--- src/hdl/htsc_pkg.sv ---
// Shared types, constants and heading helpers for the heading turn speed controller.
package htsc_pkg;

  localparam int DegW   = 9;
  localparam int AbsW   = 8;
  localparam int GainW  = 16;
  localparam int SpeedW = 9;
  localparam int WinW   = 8;
  localparam int RateW  = 10;
  localparam int CfgIdxW = 3;
  localparam int CfgDataW = 16;

  localparam int ProdW    = GainW + AbsW;
  localparam int DivRadix = 2;
  localparam int DivIters = ProdW / DivRadix;
  localparam int DivCntW  = $clog2(DivIters);

  localparam logic [DegW-1:0] DegFull = 9'd360;

  // configuration register indexes
  localparam logic [CfgIdxW-1:0] CfgGain       = 3'd0;
  localparam logic [CfgIdxW-1:0] CfgMinSpeed   = 3'd1;
  localparam logic [CfgIdxW-1:0] CfgMaxSpeed   = 3'd2;
  localparam logic [CfgIdxW-1:0] CfgNearWindow = 3'd3;
  localparam logic [CfgIdxW-1:0] CfgDoneWindow = 3'd4;

  localparam logic [GainW-1:0]  GainRst       = 16'd256;
  localparam logic [SpeedW-1:0] MinSpeedRst   = 9'd51;
  localparam logic [SpeedW-1:0] MaxSpeedRst   = 9'd256;
  localparam logic [WinW-1:0]   NearWindowRst = 8'd10;
  localparam logic [WinW-1:0]   DoneWindowRst = 8'd1;

  typedef struct packed {
    logic load_in;   // capture an input word
    logic prep;      // errors, done flag, start latch
    logic mul;       // form gain * |current error|, clear divider
    logic div_step;  // one divider iteration
    logic fin_load;  // clamp and load the result register
  } htsc_cmd_t;

  typedef struct packed {
    logic div_last;
  } htsc_status_t;

  function automatic logic [DegW-1:0] wrap_deg(input logic [DegW-1:0] d);
    return (d >= DegFull) ? d - DegFull : d;
  endfunction

  function automatic logic [DegW-1:0] snap_deg(input logic [DegW-1:0] d);
    logic [DegW-1:0] r;
    r = d;
    if (d >= 9'd88 && d <= 9'd92) r = 9'd90;
    else if (d >= 9'd178 && d <= 9'd182) r = 9'd180;
    else if (d >= 9'd268 && d <= 9'd272) r = 9'd270;
    else if (d >= 9'd358 || d <= 9'd2) r = 9'd0;
    return r;
  endfunction

  // signed error t - s folded into -180..179
  function automatic logic signed [DegW-1:0] wrap_err(input logic [DegW-1:0] t,
                                                     input logic [DegW-1:0] s);
    logic signed [DegW:0] diff;
    diff = $signed({1'b0, t}) - $signed({1'b0, s});
    if (diff >= 10'sd180) diff = diff - 10'sd360;
    else if (diff < -10'sd180) diff = diff + 10'sd360;
    return diff[DegW-1:0];
  endfunction

  function automatic logic [AbsW-1:0] abs_err(input logic signed [DegW-1:0] e);
    logic signed [DegW-1:0] m;
    m = e[DegW-1] ? -e : e;
    return m[AbsW-1:0];
  endfunction

endpackage

--- src/hdl/htsc_datapath.sv ---
// Datapath: configuration registers, heading errors, start latch, radix-4 divider, result.
module htsc_datapath import htsc_pkg::*; (
  input  logic                       clk_i,
  input  logic                       rst_ni,
  input  logic                       cfg_we_i,
  input  logic [CfgIdxW-1:0]         cfg_index_i,
  input  logic [CfgDataW-1:0]        cfg_wdata_i,
  input  logic [DegW-1:0]            target_deg_i,
  input  logic [DegW-1:0]            current_deg_i,
  input  logic                       snap_enable_i,
  input  htsc_cmd_t                  cmd_i,
  output htsc_status_t               status_o,
  output logic signed [RateW-1:0]    turn_rate_o,
  output logic                       done_res_o
);

  logic [GainW-1:0]  gain_q;
  logic [SpeedW-1:0] min_speed_q, max_speed_q;
  logic [WinW-1:0]   near_window_q, done_window_q;

  logic [DegW-1:0] tgt_q, cur_q;
  logic            start_valid_q, start_valid_d;
  logic [DegW-1:0] start_heading_q, start_heading_d;
  logic [AbsW-1:0] aes_q, aec_q, aes_d, aec_d;
  logic            cw_q, cw_d, done_q, done_d;
  logic [ProdW-1:0] quo_q, quo_d;
  logic [AbsW-1:0]  rem_q, rem_d;
  logic [DivCntW-1:0] cnt_q;
  logic signed [RateW-1:0] rate_q, rate_d;
  logic            done_out_q;
  logic [DegW-1:0] tgt_in;
  logic [SpeedW-1:0] speed;

  // config writes; out-of-range indexes drop
  always_ff @(posedge clk_i or negedge rst_ni) begin
    if (!rst_ni) begin
      gain_q        <= GainRst;
      min_speed_q   <= MinSpeedRst;
      max_speed_q   <= MaxSpeedRst;
      near_window_q <= NearWindowRst;
      done_window_q <= DoneWindowRst;
    end else if (cfg_we_i) begin
      unique case (cfg_index_i)
        CfgGain:       gain_q        <= cfg_wdata_i[GainW-1:0];
        CfgMinSpeed:   min_speed_q   <= cfg_wdata_i[SpeedW-1:0];
        CfgMaxSpeed:   max_speed_q   <= cfg_wdata_i[SpeedW-1:0];
        CfgNearWindow: near_window_q <= cfg_wdata_i[WinW-1:0];
        CfgDoneWindow: done_window_q <= cfg_wdata_i[WinW-1:0];
        default: ;
      endcase
    end
  end

  always_comb begin
    tgt_in = wrap_deg(target_deg_i);
    if (snap_enable_i) tgt_in = snap_deg(tgt_in);
  end

  always_ff @(posedge clk_i) begin
    if (cmd_i.load_in) begin
      tgt_q <= tgt_in;
      cur_q <= wrap_deg(current_deg_i);
    end
  end

  // errors and done rule against the latched start heading
  always_comb begin
    logic [DegW-1:0]        start_eff;
    logic signed [DegW-1:0] es, ec;
    logic                   passed;
    start_eff = start_valid_q ? start_heading_q : cur_q;
    es = wrap_err(tgt_q, start_eff);
    ec = wrap_err(tgt_q, cur_q);
    cw_d  = ~es[DegW-1];
    aes_d = abs_err(es);
    aec_d = abs_err(ec);
    passed = cw_d ? (cur_q >= tgt_q) : (cur_q <= tgt_q);
    done_d = (aec_d < near_window_q) && (passed || (aec_d < done_window_q));
    start_heading_d = start_eff;
    start_valid_d   = ~done_d;
  end

  always_ff @(posedge clk_i or negedge rst_ni) begin
    if (!rst_ni) begin
      start_valid_q   <= 1'b0;
      start_heading_q <= '0;
    end else if (cmd_i.prep) begin
      start_valid_q   <= start_valid_d;
      start_heading_q <= start_heading_d;
    end
  end

  always_ff @(posedge clk_i) begin
    if (cmd_i.prep) begin
      aes_q  <= aes_d;
      aec_q  <= aec_d;
      cw_q   <= cw_d;
      done_q <= done_d;
    end
  end

  // two restoring steps per cycle
  always_comb begin
    logic [AbsW:0] t;
    logic [AbsW-1:0] r;
    logic [ProdW-1:0] q;
    r = rem_q;
    q = quo_q;
    for (int i = 0; i < DivRadix; i++) begin
      t = {r, q[ProdW-1]};
      q = {q[ProdW-2:0], 1'b0};
      if (t >= {1'b0, aes_q}) begin
        t = t - {1'b0, aes_q};
        q[0] = 1'b1;
      end
      r = t[AbsW-1:0];
    end
    rem_d = r;
    quo_d = q;
  end

  always_ff @(posedge clk_i) begin
    if (cmd_i.mul) begin
      quo_q <= ProdW'(gain_q) * ProdW'(aec_q);
      rem_q <= '0;
      cnt_q <= '0;
    end else if (cmd_i.div_step) begin
      quo_q <= quo_d;
      rem_q <= rem_d;
      cnt_q <= cnt_q + 1'b1;
    end
  end

  assign status_o.div_last = (cnt_q == DivCntW'(DivIters - 1));

  // clamp low then high, so max_speed wins
  always_comb begin
    logic [ProdW-1:0] s1, s2;
    s1 = (quo_q < ProdW'(min_speed_q)) ? ProdW'(min_speed_q) : quo_q;
    s2 = (s1 > ProdW'(max_speed_q)) ? ProdW'(max_speed_q) : s1;
    speed = (aes_q == '0) ? max_speed_q : s2[SpeedW-1:0];
    if (done_q) rate_d = '0;
    else if (cw_q) rate_d = -$signed({1'b0, speed});
    else rate_d = $signed({1'b0, speed});
  end

  always_ff @(posedge clk_i) begin
    if (cmd_i.fin_load) begin
      rate_q     <= rate_d;
      done_out_q <= done_q;
    end
  end

  assign turn_rate_o = rate_q;
  assign done_res_o  = done_out_q;

endmodule

--- src/hdl/htsc_ctrl.sv ---
// Controller: sequences capture, prep, multiply, divide and result load.
module htsc_ctrl import htsc_pkg::*; (
  input  logic         clk_i,
  input  logic         rst_ni,
  input  logic         in_valid_i,
  output logic         in_ready_o,
  output logic         out_valid_o,
  input  logic         out_ready_i,
  input  htsc_status_t status_i,
  output htsc_cmd_t    cmd_o
);

  localparam logic [2:0] StIdle = 3'd0;
  localparam logic [2:0] StPrep = 3'd1;
  localparam logic [2:0] StMul  = 3'd2;
  localparam logic [2:0] StDiv  = 3'd3;
  localparam logic [2:0] StFin  = 3'd4;

  logic [2:0] state_q, state_d;
  logic       out_valid_q, out_valid_d;
  logic       slot_free;

  assign slot_free = ~out_valid_q | out_ready_i;

  always_comb begin
    state_d = state_q;
    cmd_o   = '0;
    unique case (state_q)
      StIdle: begin
        if (in_valid_i) begin
          cmd_o.load_in = 1'b1;
          state_d = StPrep;
        end
      end
      StPrep: begin
        cmd_o.prep = 1'b1;
        state_d = StMul;
      end
      StMul: begin
        cmd_o.mul = 1'b1;
        state_d = StDiv;
      end
      StDiv: begin
        cmd_o.div_step = 1'b1;
        if (status_i.div_last) state_d = StFin;
      end
      StFin: begin
        // hold until the result register is free
        if (slot_free) begin
          cmd_o.fin_load = 1'b1;
          state_d = StIdle;
        end
      end
      default: state_d = StIdle;
    endcase
  end

  always_comb begin
    out_valid_d = out_valid_q;
    if (cmd_o.fin_load) out_valid_d = 1'b1;
    else if (out_ready_i) out_valid_d = 1'b0;
  end

  always_ff @(posedge clk_i or negedge rst_ni) begin
    if (!rst_ni) begin
      state_q     <= StIdle;
      out_valid_q <= 1'b0;
    end else begin
      state_q     <= state_d;
      out_valid_q <= out_valid_d;
    end
  end

  assign in_ready_o  = (state_q == StIdle);
  assign out_valid_o = out_valid_q;

  a_no_overwrite: assert property (@(posedge clk_i) disable iff (!rst_ni)
    cmd_o.fin_load |-> (!out_valid_q || out_ready_i))
    else $error("result register overwritten while a word waits");

  a_accept_to_prep: assert property (@(posedge clk_i) disable iff (!rst_ni)
    (in_valid_i && in_ready_o) |=> (state_q == StPrep))
    else $error("accepted word did not advance to prep");

  a_div_to_fin: assert property (@(posedge clk_i) disable iff (!rst_ni)
    (state_q == StDiv && status_i.div_last) |=> (state_q == StFin))
    else $error("divider end did not advance to result load");

  a_load_sets_valid: assert property (@(posedge clk_i) disable iff (!rst_ni)
    cmd_o.fin_load |=> out_valid_q)
    else $error("result load did not raise out_valid");

endmodule

--- src/hdl/heading_turn_speed_controller_core.sv ---
// Top level of the heading turn speed controller: controller plus datapath.
// A result word passes through capture, prep, multiply, the radix-4 divider of
// gain * |current error| by |start error| and the result load; a new input word
// is taken only after the previous word has been loaded into the result register.
// A new input word is taken while the previous result still waits at the output.
// Reset (rst_ni low, asynchronous) clears the turn latch, the handshake state and
// restores the configuration registers to their defaults.
module heading_turn_speed_controller_core import htsc_pkg::*; (
  input  logic                    clk_i,
  input  logic                    rst_ni,
  input  logic                    cfg_we_i,
  input  logic [CfgIdxW-1:0]      cfg_index_i,
  input  logic [CfgDataW-1:0]     cfg_wdata_i,
  input  logic                    in_valid_i,
  output logic                    in_ready_o,
  input  logic [DegW-1:0]         target_deg_i,
  input  logic [DegW-1:0]         current_deg_i,
  input  logic                    snap_enable_i,
  output logic                    out_valid_o,
  input  logic                    out_ready_i,
  output logic signed [RateW-1:0] turn_rate_o,
  output logic                    done_res_o
);

  htsc_cmd_t    cmd;
  htsc_status_t status;

  htsc_ctrl u_ctrl (
    .clk_i       (clk_i),
    .rst_ni      (rst_ni),
    .in_valid_i  (in_valid_i),
    .in_ready_o  (in_ready_o),
    .out_valid_o (out_valid_o),
    .out_ready_i (out_ready_i),
    .status_i    (status),
    .cmd_o       (cmd)
  );

  htsc_datapath u_datapath (
    .clk_i         (clk_i),
    .rst_ni        (rst_ni),
    .cfg_we_i      (cfg_we_i),
    .cfg_index_i   (cfg_index_i),
    .cfg_wdata_i   (cfg_wdata_i),
    .target_deg_i  (target_deg_i),
    .current_deg_i (current_deg_i),
    .snap_enable_i (snap_enable_i),
    .cmd_i         (cmd),
    .status_o      (status),
    .turn_rate_o   (turn_rate_o),
    .done_res_o    (done_res_o)
  );

endmodule

--- config.mk ---
export PLATFORM = sky130hd
export DESIGN_NAME = heading_turn_speed_controller_core
export DESIGN_NICKNAME = d
export VERILOG_FILES = /design/src/hdl/htsc_pkg.sv /design/src/hdl/htsc_datapath.sv /design/src/hdl/htsc_ctrl.sv /design/src/hdl/heading_turn_speed_controller_core.sv
export SDC_FILE = /design/constraint.sdc
export NUM_CORES = 1
export LEC_CHECK = 0
export ABC_CLOCK_PERIOD_IN_PS = 14000
export BUFFER_PORTS_ARGS = -buffer_cell sky130_fd_sc_hd__buf_4
export CORE_ASPECT_RATIO = 1.2
export CORE_MARGIN = 2
export CORE_UTILIZATION = 51
export DETAILED_ROUTE_END_ITERATION = 10
export PLACE_DENSITY = 0.65
export SYNTH_ARGS = -nofsm -noshare
export SYNTH_HDL_FRONTEND = slang
export SYNTH_SLANG_ARGS = --single-unit
export TNS_END_PERCENT = 5
--- constraint.sdc ---
create_clock -name clk_i -period 14 [get_ports clk_i]
set_input_delay 0.7 -clock clk_i [delete_from_list [all_inputs] [get_ports clk_i]]
set_output_delay 0.7 -clock clk_i [all_outputs]
set_load 0.02 [all_outputs]
Yosys cells after proc, flatten, opt, wreduce, memory -nomap -nowiden
Index checks and enable logic that the tools add are counted.

storage, ports and cells
  register bits after elaboration = 147
  word-level logic and storage cells = 131
  output and inout bits = 13

cells by class
  add/sub/neg operators = 14
  multipliers = 1
  order comparisons = 22
  bitwise operators = 5
  multiplexer cells = 38
  equal/unequal tests = 12
  reductions and logical operators = 18

operator list
  cell                                                  number
  two-way mux 9 bit                                     15
  two-way mux 24 bit                                    3
  >= comparator 9 bit, second input constant            4
  subtractor 9 bit, second input constant               4
  two-way mux 8 bit                                     4
  > comparator 24 x 9 -> 1 bit                          1
  < comparator 24 x 9 -> 1 bit                          1
  multiplier 16 x 8 -> 24 bit                           1
  >= comparator 10 x 9 -> 1 bit, second input constant  2
  < comparator 10 x 9 -> 1 bit, second input constant   2
  subtractor 9 x 9 -> 10 bit                            2
  adder 9 bit, second input constant                    2
  >= comparator 9 x 8 -> 1 bit                          2
  < comparator 8 bit                                    2
  negator 8 bit                                         2
  subtractor 8 bit                                      2
  one-hot mux 3 bit (5 select lines)                    1
  equality test 3 x 2 -> 1 bit, second input constant   4
  two-way mux 1 bit                                     12
  negator 9 -> 10 bit                                   1
  AND reduction 2 bit                                   5
  >= comparator 9 x 7 -> 1 bit, second input constant   1
  >= comparator 9 x 8 -> 1 bit, second input constant   1
  >= comparator 9 bit                                   1
  other kinds (21)                                      35

Longest topological paths before layout
Gate-level depths: netlist (run 1).

  depth after elaboration = 10
  mapped depth = 25

Cells and area by module
From an unflattened synthesis (run 1), not the netlist that was laid out.

unflattened totals
  cell total of the unflattened synthesis = 1450
  area total of the unflattened synthesis = 13783.2 um^2

by module, submodules not included
  module         instances  cells an instance  seq. area each (um^2)  area an instance (um^2)
  htsc_datapath  1          1426               3885.0                 13555.5
  htsc_ctrl      1          24                 100.1                  227.7

Worst setup path before layout (run 1)
OpenSTA, ideal clock, no wires.

  path type = register to register
  start point = register u_datapath.min_speed_q[4]
  end point = register u_datapath.rate_q[6], in the netlist u_datapath.turn_rate_o[6], data pin
  data arrival time = 5.203 ns
  path buffers = 2
  data required time = 13.734 ns
  library setup time = 0.266 ns
  path slack = 8.531 ns
  stages on the path, launching flop included = 25
  clock period less this slack = 5.469 ns
  path through = dfstp_2 inv_1 ha_1 a21o_1 a21o_1 a211o_1 a2111oi_4 nor2_2 mux2_2 ha_1 nor2b_1 o21ai_0 a21oi_1 a2111oi_0 o311a_1 nand2b_1 buf_2 buf_1 mux2i_1 ha_1 o21ai_0 o22a_1 o21ai_0 xnor2_1 nor2_1

on the way
  word-level cells in the longest chain between the ends = 7

RTL lines
  item                          line                  source
  start: declaration            htsc_datapath.sv:18   logic [SpeedW-1:0] min_speed_q, max_speed_q;
  start signal: assignment      htsc_datapath.sv:38   min_speed_q <= MinSpeedRst;
  start signal: assignment      htsc_datapath.sv:45   CfgMinSpeed: min_speed_q <= cfg_wdata_i[SpeedW-1:0];
  < comparator 24 x 9 -> 1 bit  htsc_datapath.sv:139  s1 = (quo_q < ProdW'(min_speed_q)) ? ProdW'(min_speed_q) : quo_q;
  two-way mux 24 bit (*)        htsc_datapath.sv:139
  > comparator 24 x 9 -> 1 bit  htsc_datapath.sv:140  s2 = (s1 > ProdW'(max_speed_q)) ? ProdW'(max_speed_q) : s1;
  two-way mux 9 bit (*)         htsc_datapath.sv:140
  two-way mux 9 bit (*)         htsc_datapath.sv:141  speed = (aes_q == '0) ? max_speed_q : s2[SpeedW-1:0];
  negator 9 -> 10 bit           htsc_datapath.sv:143  else if (cw_q) rate_d = -$signed({1'b0, speed});
  two-way mux 9 bit (*)         htsc_datapath.sv:143
  end signal: assignment        htsc_datapath.sv:149  rate_q <= rate_d;
  end: declaration              htsc_datapath.sv:29   logic signed [RateW-1:0] rate_q, rate_d;

Mark *: on every way between the ends. The rest lies on a longest branch, timed or not.
A chain may end at the register's enable or synchronous reset.

Final worst setup path (run 1)
Same ends and word-level chain as after synthesis.

==> results.cfg, run 1 <==
[clocking]
clock_latency_ns = 0.44
cts_buffers = 17
cts_max_level = 4
post-cts-setup-buffers = 0
clkTransAtPathRegs_ns = 0.07
tritoncts = done
cts-root-buf = clkbuf_16
cts_hold_buf = 0
post_cts_resized = 0
clock_sinks = 147
cts.path.max_buffers = 2

[grt]
grt_pass1_wl_um = 52520
grt_pass1_vias = 10800
grt_usage = 0.2337
grt_overflow_total = 0
grt_max_degree = 65
antenna_found_initial = 0

[sta]
post-route-period-util = 0.4304
tightest_slew_ns = 1.050
tns_ns = 0
setup_viol = 0
fin_hold_ws_ns = 0.3780
hold_viol = 0
skew_ns = 0.01304
fin_crit_ns = 6.025
slew_violations = 0
clock.fmax_ghz = 0.1660
rsz0062_at_grt = false
slew-limit-headroom = 0.2995

[synth]
synth_top_flop_cell = edfxtp_1
syn_area_um2 = 13570
yosys-top-cells-count = 186 x nand2_1, 168 x inv_1, 123 x ha_1, 88 x fa_1, 87 x o21ai_0
ys_seq_area_frac = 0.2937
yosysMostFrequentCell = nand2_1
synthTopCellsByArea = edfxtp_1 16%, fa_1 13%, ha_1 11%, dfrtp_1 10%, nand2_1 5.1%
synth-edff-count = 71
ys_ff_latch = 147
syn_nets = 1711
synthCells = 1457
synth_top_cell_by_area = edfxtp_1
ys_async_sr_fraction = 0.4354
synth_cell_types = 86
synth_top_area_share = 0.1571
synth.avg_cell_area_um2 = 9.314
yosysWarningCount = 0

[die]
die_h_um = 182.7
die_area_um2 = 27940
core_um2 = 26270
start_util = 0.5166
io_pins = 56
placementRows = 65
die_w_um = 152.9

[worst_setup_path]
worstPathArrival_ns = 6.19
cp_data_required_time_ns = 14.17
critPathCaptureType = flop
max_stage_delay_ns = 0.61
cp_cell_sequence = inv_1 > ha_1 > a21o_1 > a21o_1 > a211o_1 > a2111oi_4 > nor2_2 > mux2_2 > ha_1 > nor2b_1 > o21ai_0 > a21oi_1 > a2111oi_0 > o311a_1 > nand2b_1 > mux2i_1 > ha_1 > o21ai_0 > o22a_1 > o21ai_0 > xnor2_1 > nor2_1
cp_max_fo = 18
critPathLaunchType = flop
path_class = flop to flop
critPathBufInv = 1
crit_family = compound AO/OA/AOI/OAI gates
cp_slowest_cell = nand2b_1

[routing]
drt-initial-drc-count = 465
routed_wl_um = 30650
wire_per_inst_um = 16.63
postRouteAntennaNets = 0
post-route-drc-count = 0
dr.pass1.iters = 5
num_vias = 10240
viasPerCell = 5.554

[final_layout]
drive_above_1_share = 0.1154
final_core_util = 0.5666
seqCellArea_um2 = 3985
area.growth.synth_to_final_pct = 9.681
n_fill_cell = 2358
diodes = 0
nets = 1749
finalNonFillerCells = 1843
multi_input_area_um2 = 8795

[flow_run]
maxCapViolCount = 0

[placed_design]
placedCellCount = 1811
gp_congestion = 0.8622
port_buffers = 55
dp_hpwl_um = 24370

[worst_hold_path]
min_path_type = input pin to asynchronous set/reset pin

[run_status]
status = complete, no violations
cell usage in the layout, fill, tap and decap left out, types with 26 or more instances in the layout:
master | Yosys | routed
nor2_1 | 86 | 86
a21oi_1 | 57 | 57
inv_1 | 168 | 168
edfxtp_1 | 71 | 71
nor3_1 | 26 | 26
fa_1 | 88 | 88
mux2_2 | 47 | 47
and2_1 | 65 | 65
nand2_1 | 186 | 186
o21ai_0 | 87 | 87
ha_1 | 123 | 123
xor2_1 | 30 | 30
dfrtp_1 | 55 | 55
xnor2_1 | 42 | 42
buf_4 | 0 | 61
logic make-up after synthesis:
| group | Yosys count | share of synthesized area |
|---|---|---|
| compound gates | 279 | 0.1366 |
| mux | 71 | 0.05781 |
| fa+ha+maj | 211 | 0.2432 |
| flops | 147 | 0.2937 |
| xor+xnor | 72 | 0.04647 |
| buf+inv | 210 | 0.05901 |
| simple gates | 467 | 0.1632 |
final timing paths:
| path | from | to | slack, ns | cells past startpoint |
|---|---|---|---|---|
| max | u_datapath.min_speed_q[4] | u_datapath.turn_rate_o[6] | 7.97 | 22 |
| min | rst_ni | u_datapath.done_window_q[1] | 0.38 | 1 |
| max reg2reg | u_datapath.min_speed_q[4] | u_datapath.turn_rate_o[6] | 7.97 | 22 |
| min reg2reg | u_datapath.rem_q[7] | u_datapath.rem_q[7] | 0.48 | 2 |
| max in group asynchronous | rst_ni | u_ctrl.state_q[1] | 13.04 | 1 |
| min in group clk_i | current_deg_i[2] | u_datapath.cur_q[2] | 0.45 | 1 |
cell type report:
| class | count | area share |
|---|---|---|
| clock inverters | 15 | 0.01152 |
| inverters | 168 | 0.04237 |
| multi-input cells | 1100 | 0.5909 |
| well taps | 335 | 0.02816 |
| flip-flops and latches | 147 | 0.2677 |
| repair buffers | 61 | 0.03077 |
| clock buffers | 17 | 0.02858 |
flip-flops by register name (all words and copies together), names as in the netlist, 9 cells and up:
register                    flops
u_datapath.tgt_q                9
u_datapath.min_speed_q          9
u_datapath.turn_rate_o         10
u_datapath.start_heading_q      9
u_datapath.cur_q                9
u_datapath.max_speed_q          9
u_datapath.quo_q               24
u_datapath.gain_q              16
routing by layer:
| layer | GRT usage | part of all wire | up-vias |
|---|---|---|---|
| met5 | 0 | 0 | - |
| met4 | 0.08222 | 0.031 | 0 |
| met3 | 0.03087 | 0.022 | 53 |
| met2 | 0.4359 | 0.53 | 141 |
| met1 | 0.2750 | 0.42 | 4987 |
| li1 | - | - | 5055 |
metrics by stage:
stage                     setup slack [ns]  cell area [um^2]
after floorplan                      8.531             13570
after global placement               8.073             14290
after detailed placement             8.026             14290
after CTS                            8.001             14880
after global routing                 7.504             14880
final                                7.975             14880
Power of run 1 is left out: the tool's default activity adds up to more than one toggle a clock period on the data nets, which glitch-free logic cannot reach.
==> inputs of run 2 (changes only) <==
Settings changed: ABC_AREA set to 1, ABC_CLOCK_PERIOD_IN_PS 14000 to 5710.
Clock period 14 ns to 5.71 ns, I/O delays scaled along.
==> results.cfg, run 2 <==
[synth]
ys_ff_latch = 147
synth_top_flop_cell = edfxtp_1
synthCells = 1999
synthTopCellsByArea = nand2_1 15%, edfxtp_1 15%, fa_1 12%, ha_1 11%, inv_1 10%
synth_top_area_share = 0.1547
yosys-top-cells-count = 598 x nand2_1, 387 x inv_1, 126 x o21ai_0, 123 x ha_1, 114 x nor2_1
yosysWarningCount = 0
ys_async_sr_fraction = 0.4354
synth_top_cell_by_area = nand2_1
synth_top_family_by_area = simple AND/OR/NAND/NOR gates
syn_area_um2 = 14510
synth_adder_area_share = 0.2275
ys_seq_area_frac = 0.2746
yosysMostFrequentCell = nand2_1
yosys.area_share.simple = 0.2549
synth_xor_area_frac = 0.02656
synth-compound-area-share = 0.09140
synth-edff-count = 71
syn_nets = 2253
synth_cell_types = 50
synthMuxAreaShare = 0.005432
synth.avg_cell_area_um2 = 7.259

[sta]
skew_ns = 0.009321
setup_viol = 0
tns_ns = 0
slew-limit-headroom = 0.3217
slew_violations = 0
post-route-period-util = 0.8923
hold_viol = 7
fin_crit_ns = 5.095
rsz0062_at_grt = false
fin_hold_ws_ns = -0.007482
clock.fmax_ghz = 0.1963
setup_slack_ns = 0.6149
tightest_slew_ns = 1.014

[grt]
grt_max_degree = 65
grt_overflow_total = 0
grt_pass1_vias = 12160
grt_usage = 0.2397
grt_pass1_wl_um = 57400
antenna_found_initial = 0

[worst_setup_path]
cp_data_required_time_ns = 5.88
worstPathArrival_ns = 5.27
critPathCaptureType = flop
critPathLaunchType = flop
path_class = flop to flop
reg2reg_depth = 22
cp_max_fo = 16

[placed_design]
dp_hpwl_um = 27340
place_ws_ns = 0.6468
port_buffers = 55
gp_congestion = 0.8982

[clocking]
cts_hold_buf = 0
clock_latency_ns = 0.43
cts-root-buf = clkbuf_16
clock_sinks = 147
tritoncts = done
cts_buffers = 17
clkTransAtPathRegs_ns = 0.07
post-cts-setup-buffers = 0
cts.path.max_buffers = 2
cts_max_level = 4
post_cts_resized = 0

[die]
die_h_um = 188.8
start_util = 0.5182
placementRows = 67
io_pins = 56
core_um2 = 28000
die_area_um2 = 29820
die_w_um = 158.0

[routing]
viasPerCell = 5.098
post-route-drc-count = 0
dr.pass1.iters = 7
postRouteAntennaNets = 0
routed_wl_um = 33720
num_vias = 12310
drt-initial-drc-count = 553
wire_per_inst_um = 13.97

[worst_hold_path]
min_path_type = input pin to asynchronous set/reset pin

[flow_run]
maxCapViolCount = 0

[final_layout]
regMostFlops = u_datapath.quo_q
diodes = 0
nets = 2276
area.growth.synth_to_final_pct = 8.778
final_cell_mix = 598 x nand2_1, 387 x inv_1, 126 x o21ai_0
drive_above_1_share = 0.07715
largest_reg_flops = 24
final_common_cell = nand2_1

[run_status]
violations = negative hold slack
status = finished, violations left
==> run 2: logic make-up after synthesis <==
logic type	after synthesis
XOR/XNOR	44
flip-flops	147
AO/OA/AOI/OAI	246
adder cells (fa/ha/maj)	211
AND/OR/NAND/NOR	891
buffers and inverters	453
multiplexers	7
==> run 2: cell type report <==
cell class | instances | area, um^2
Clock buffer | 22 | 485.5
Clock inverter | 10 | 95.09
Fill cell | 2735 | 12220
Inverter | 396 | 1486
Multi-Input combinational cell | 1399 | 8800
Sequential cell | 147 | 3985
Tap cell | 379 | 474.2
Timing Repair Buffer | 61 | 457.9
==> run 2: final timing paths <==
kind,startpoint,end,slack (ns)
max in group asynchronous,rst_ni,u_ctrl.state_q[2],5.11
worst min-delay path,rst_ni,u_datapath.done_window_q[5],-0.007
worst min register to register,u_datapath.rem_q[7],u_datapath.rem_q[7],0.46
worst max register to register,u_datapath.aec_q[4],u_datapath.quo_q[23],0.61
min in group clk_i,current_deg_i[1],u_datapath.cur_q[1],0.03
worst max-delay path,u_datapath.aec_q[4],u_datapath.quo_q[23],0.61
==> run 2: worst max-delay path: stages, from the launching register on <==
cell,delay [ns]
edfxtp_1,0.64
nand2_1,0.14
inv_1,0.07
fa_1,0.46
fa_1,0.54
inv_1,0.05
fa_1,0.46
fa_1,0.54
inv_1,0.04
ha_1,0.34
a21oi_1,0.20
nor2_1,0.07
o21ai_0,0.21
o211ai_1,0.16
nand2_1,0.08
nand3_1,0.11
nand2_1,0.08
inv_1,0.05
o21ai_0,0.13
nand2_1,0.07
or2_2,0.27
nand3_1,0.07
o21ai_0,0.07
==> run 2: metal layers <==
metal,vias up,global-route usage,part of all wire
li1,6290,-,-
met1,5767,0.2908,0.43
met2,205,0.4393,0.52
met3,45,0.03082,0.033
met4,0,0.07103,0.022
met5,-,0,0
==> run 2: through the flow <==
step | cells | hold slack, ns | utilization | cell area [um^2]
after global placement | 2382 | 0.4405 | 0.5430 | 15200
final | 2414 | -0.007482 | 0.5637 | 15780
after detailed placement | 2382 | 0.4505 | 0.5430 | 15200
after CTS | 2414 | 0.02223 | 0.5637 | 15780
after floorplan | 1999 | -0.01009 | - | 14510
after global routing | 2414 | 0.02147 | 0.5637 | 15780
Power of run 2 is left out for the same reason.
==> inputs of run 3 (changes only) <==
Settings changed: ABC_AREA 1 to not set, ABC_CLOCK_PERIOD_IN_PS 5710 to 4700.
Clock period 5.71 ns to 4.7 ns, I/O delays scaled along.
==> results.cfg, run 3 (synthesis results as in run 1) <==
[sta]
hold_viol = 0
rsz0062_at_grt = true
tightest_slew_ns = 0.9959
clock.fmax_ghz = 0.2038
slew_violations = 0
slew-limit-headroom = 0.3336
fin_crit_ns = 4.907
setup_viol = 13
post-route-period-util = 1.044
skew_ns = 0.01241
setup_slack_ns = -0.2072

[die]
die_w_um = 152.9
placementRows = 65
die_area_um2 = 27940
core_um2 = 26270
io_pins = 56
die_h_um = 182.7
start_util = 0.5166

[grt]
grt_max_degree = 65
grt_use_met3 = 0.03016
grt_usage = 0.2385
antenna_found_initial = 0
grt_use_met2 = 0.4443
grt_pass1_vias = 11350
top_usage_layer = met2
grtUsageMet1 = 0.2844
grt_overflow_total = 0
grt_pass1_wl_um = 54010

[clocking]
clock_sinks = 147
tritoncts = done
clkTransAtPathRegs_ns = 0.07
clock_latency_ns = 0.43
cts_max_level = 4
cts-root-buf = clkbuf_16
cts_buffers = 17
cts.path.max_buffers = 2

[placed_design]
place_ws_ns = -0.4566
port_buffers = 55
dp_hpwl_um = 25350
gp_congestion = 0.8570

[worst_setup_path]
critPathLaunchType = flop
critPathCaptureType = flop
cp_slowest_cell = dfstp_2
cp_max_fo = 4
max_stage_delay_ns = 0.54
cp_data_required_time_ns = 4.88
reg2reg_depth = 25
path_class = flop to flop
worstPathArrival_ns = 5.09

[routing]
viasPerCell = 5.457
postRouteAntennaNets = 0
dr.pass1.iters = 5
num_vias = 10960
wire_per_inst_um = 16.18
drt-initial-drc-count = 601
routed_wl_um = 32500
post-route-drc-count = 0

[run_status]
violations = negative setup slack
status = finished, violations left

[final_layout]
regMostFlops = u_datapath.quo_q
nets = 1914
area.growth.synth_to_final_pct = 21.24
final_cell_mix = 212 x buf_4, 185 x nand2_1, 165 x inv_1
diodes = 0
drive_above_1_share = 0.2307
final_common_cell = buf_4
largest_reg_flops = 24

[flow_run]
maxCapViolCount = 0

[worst_hold_path]
min_path_type = input pin to flop
min_path_cells = 2
[run 3: cell count changes in the layout (fill, tap and decap cells not counted), moves of 17 or more]
cell,before,now
buf_4,61,212
xnor2_1,12,41
a21o_1,3,20
inv_1,387,165
nand2_1,598,185
nor2_1,114,84
o21ai_0,126,68
and2_1,1,61
a21oi_1,75,47
mux2i_1,0,18
mux2_2,7,46
nand3_1,92,17
[run 3: per-stage QoR]
step	utilization	cells	TNS, ns	hold WS (ns)	cell area (um^2)
final	0.6263	2008	-1.377	0.03327	16450
after global routing	0.6263	2008	-5.263	0.01968	16450
after CTS	0.6215	2006	-0.9423	0.02169	16330
after detailed placement	0.5865	1955	-5.850	0.4158	15410
after global placement	0.5865	1955	-3.577	0.4151	15410
after floorplan	-	1457	-2.232	-0.06059	13620
[run 3: critical path, delay by kind of cell, from the launching register on]
kind / cells / cell delay [ns]
DFF: 1 / 0.54
adders and majority gates: 3 / 0.56
xor gates and xnor gates: 1 / 0.14
muxes: 1 / 0.25
and+or+nand+nor: 4 / 0.45
buffers and inverters: 4 / 0.43
AOI/OAI and AO/OA: 12 / 2.28
[run 3: worst paths after layout]
check	from	endpoint	slack, ns
max	u_datapath.min_speed_q[4]	u_datapath.turn_rate_o[8]	-0.21
min	cfg_wdata_i[13]	u_datapath.gain_q[13]	0.03
max reg2reg	u_datapath.min_speed_q[4]	u_datapath.turn_rate_o[8]	-0.21
min reg2reg	u_datapath.rem_q[3]	u_datapath.rem_q[3]	0.49
max in group asynchronous	rst_ni	u_datapath.gain_q[15]	3.63
min in group asynchronous	rst_ni	u_datapath.max_speed_q[6]	0.48
[run 3: cell type report]
| type | count | area, um^2 |
|---|---|---|
| multi-input combinational | 1100 | 9106 |
| inverter | 168 | 630.6 |
| clock buffer | 17 | 425.4 |
| sequential | 147 | 3985 |
| tap | 335 | 419.2 |
| clock inverter | 15 | 142.6 |
| fill | 2252 | 9816 |
| timing repair buffer | 226 | 1744 |
[run 3: timing repair]
action	in CTS	in global routing
resized for setup	60	24
setup endpoints to repair	30	32
hold buffers	4	0
endpoints found under the hold margin	58	0
pin swaps	49	14
buffers inserted	15	2
[run 3: layer usage]
layer / up-vias / routed length (um) / part of all wire
met4: 0 / 823 / 0.025
li1: 5379 / - / -
met3: 51 / 1027 / 0.032
met2: 199 / 16920 / 0.52
met5: - / 0 / 0
met1: 5328 / 13730 / 0.42
Power of run 3 is left out for the same reason.
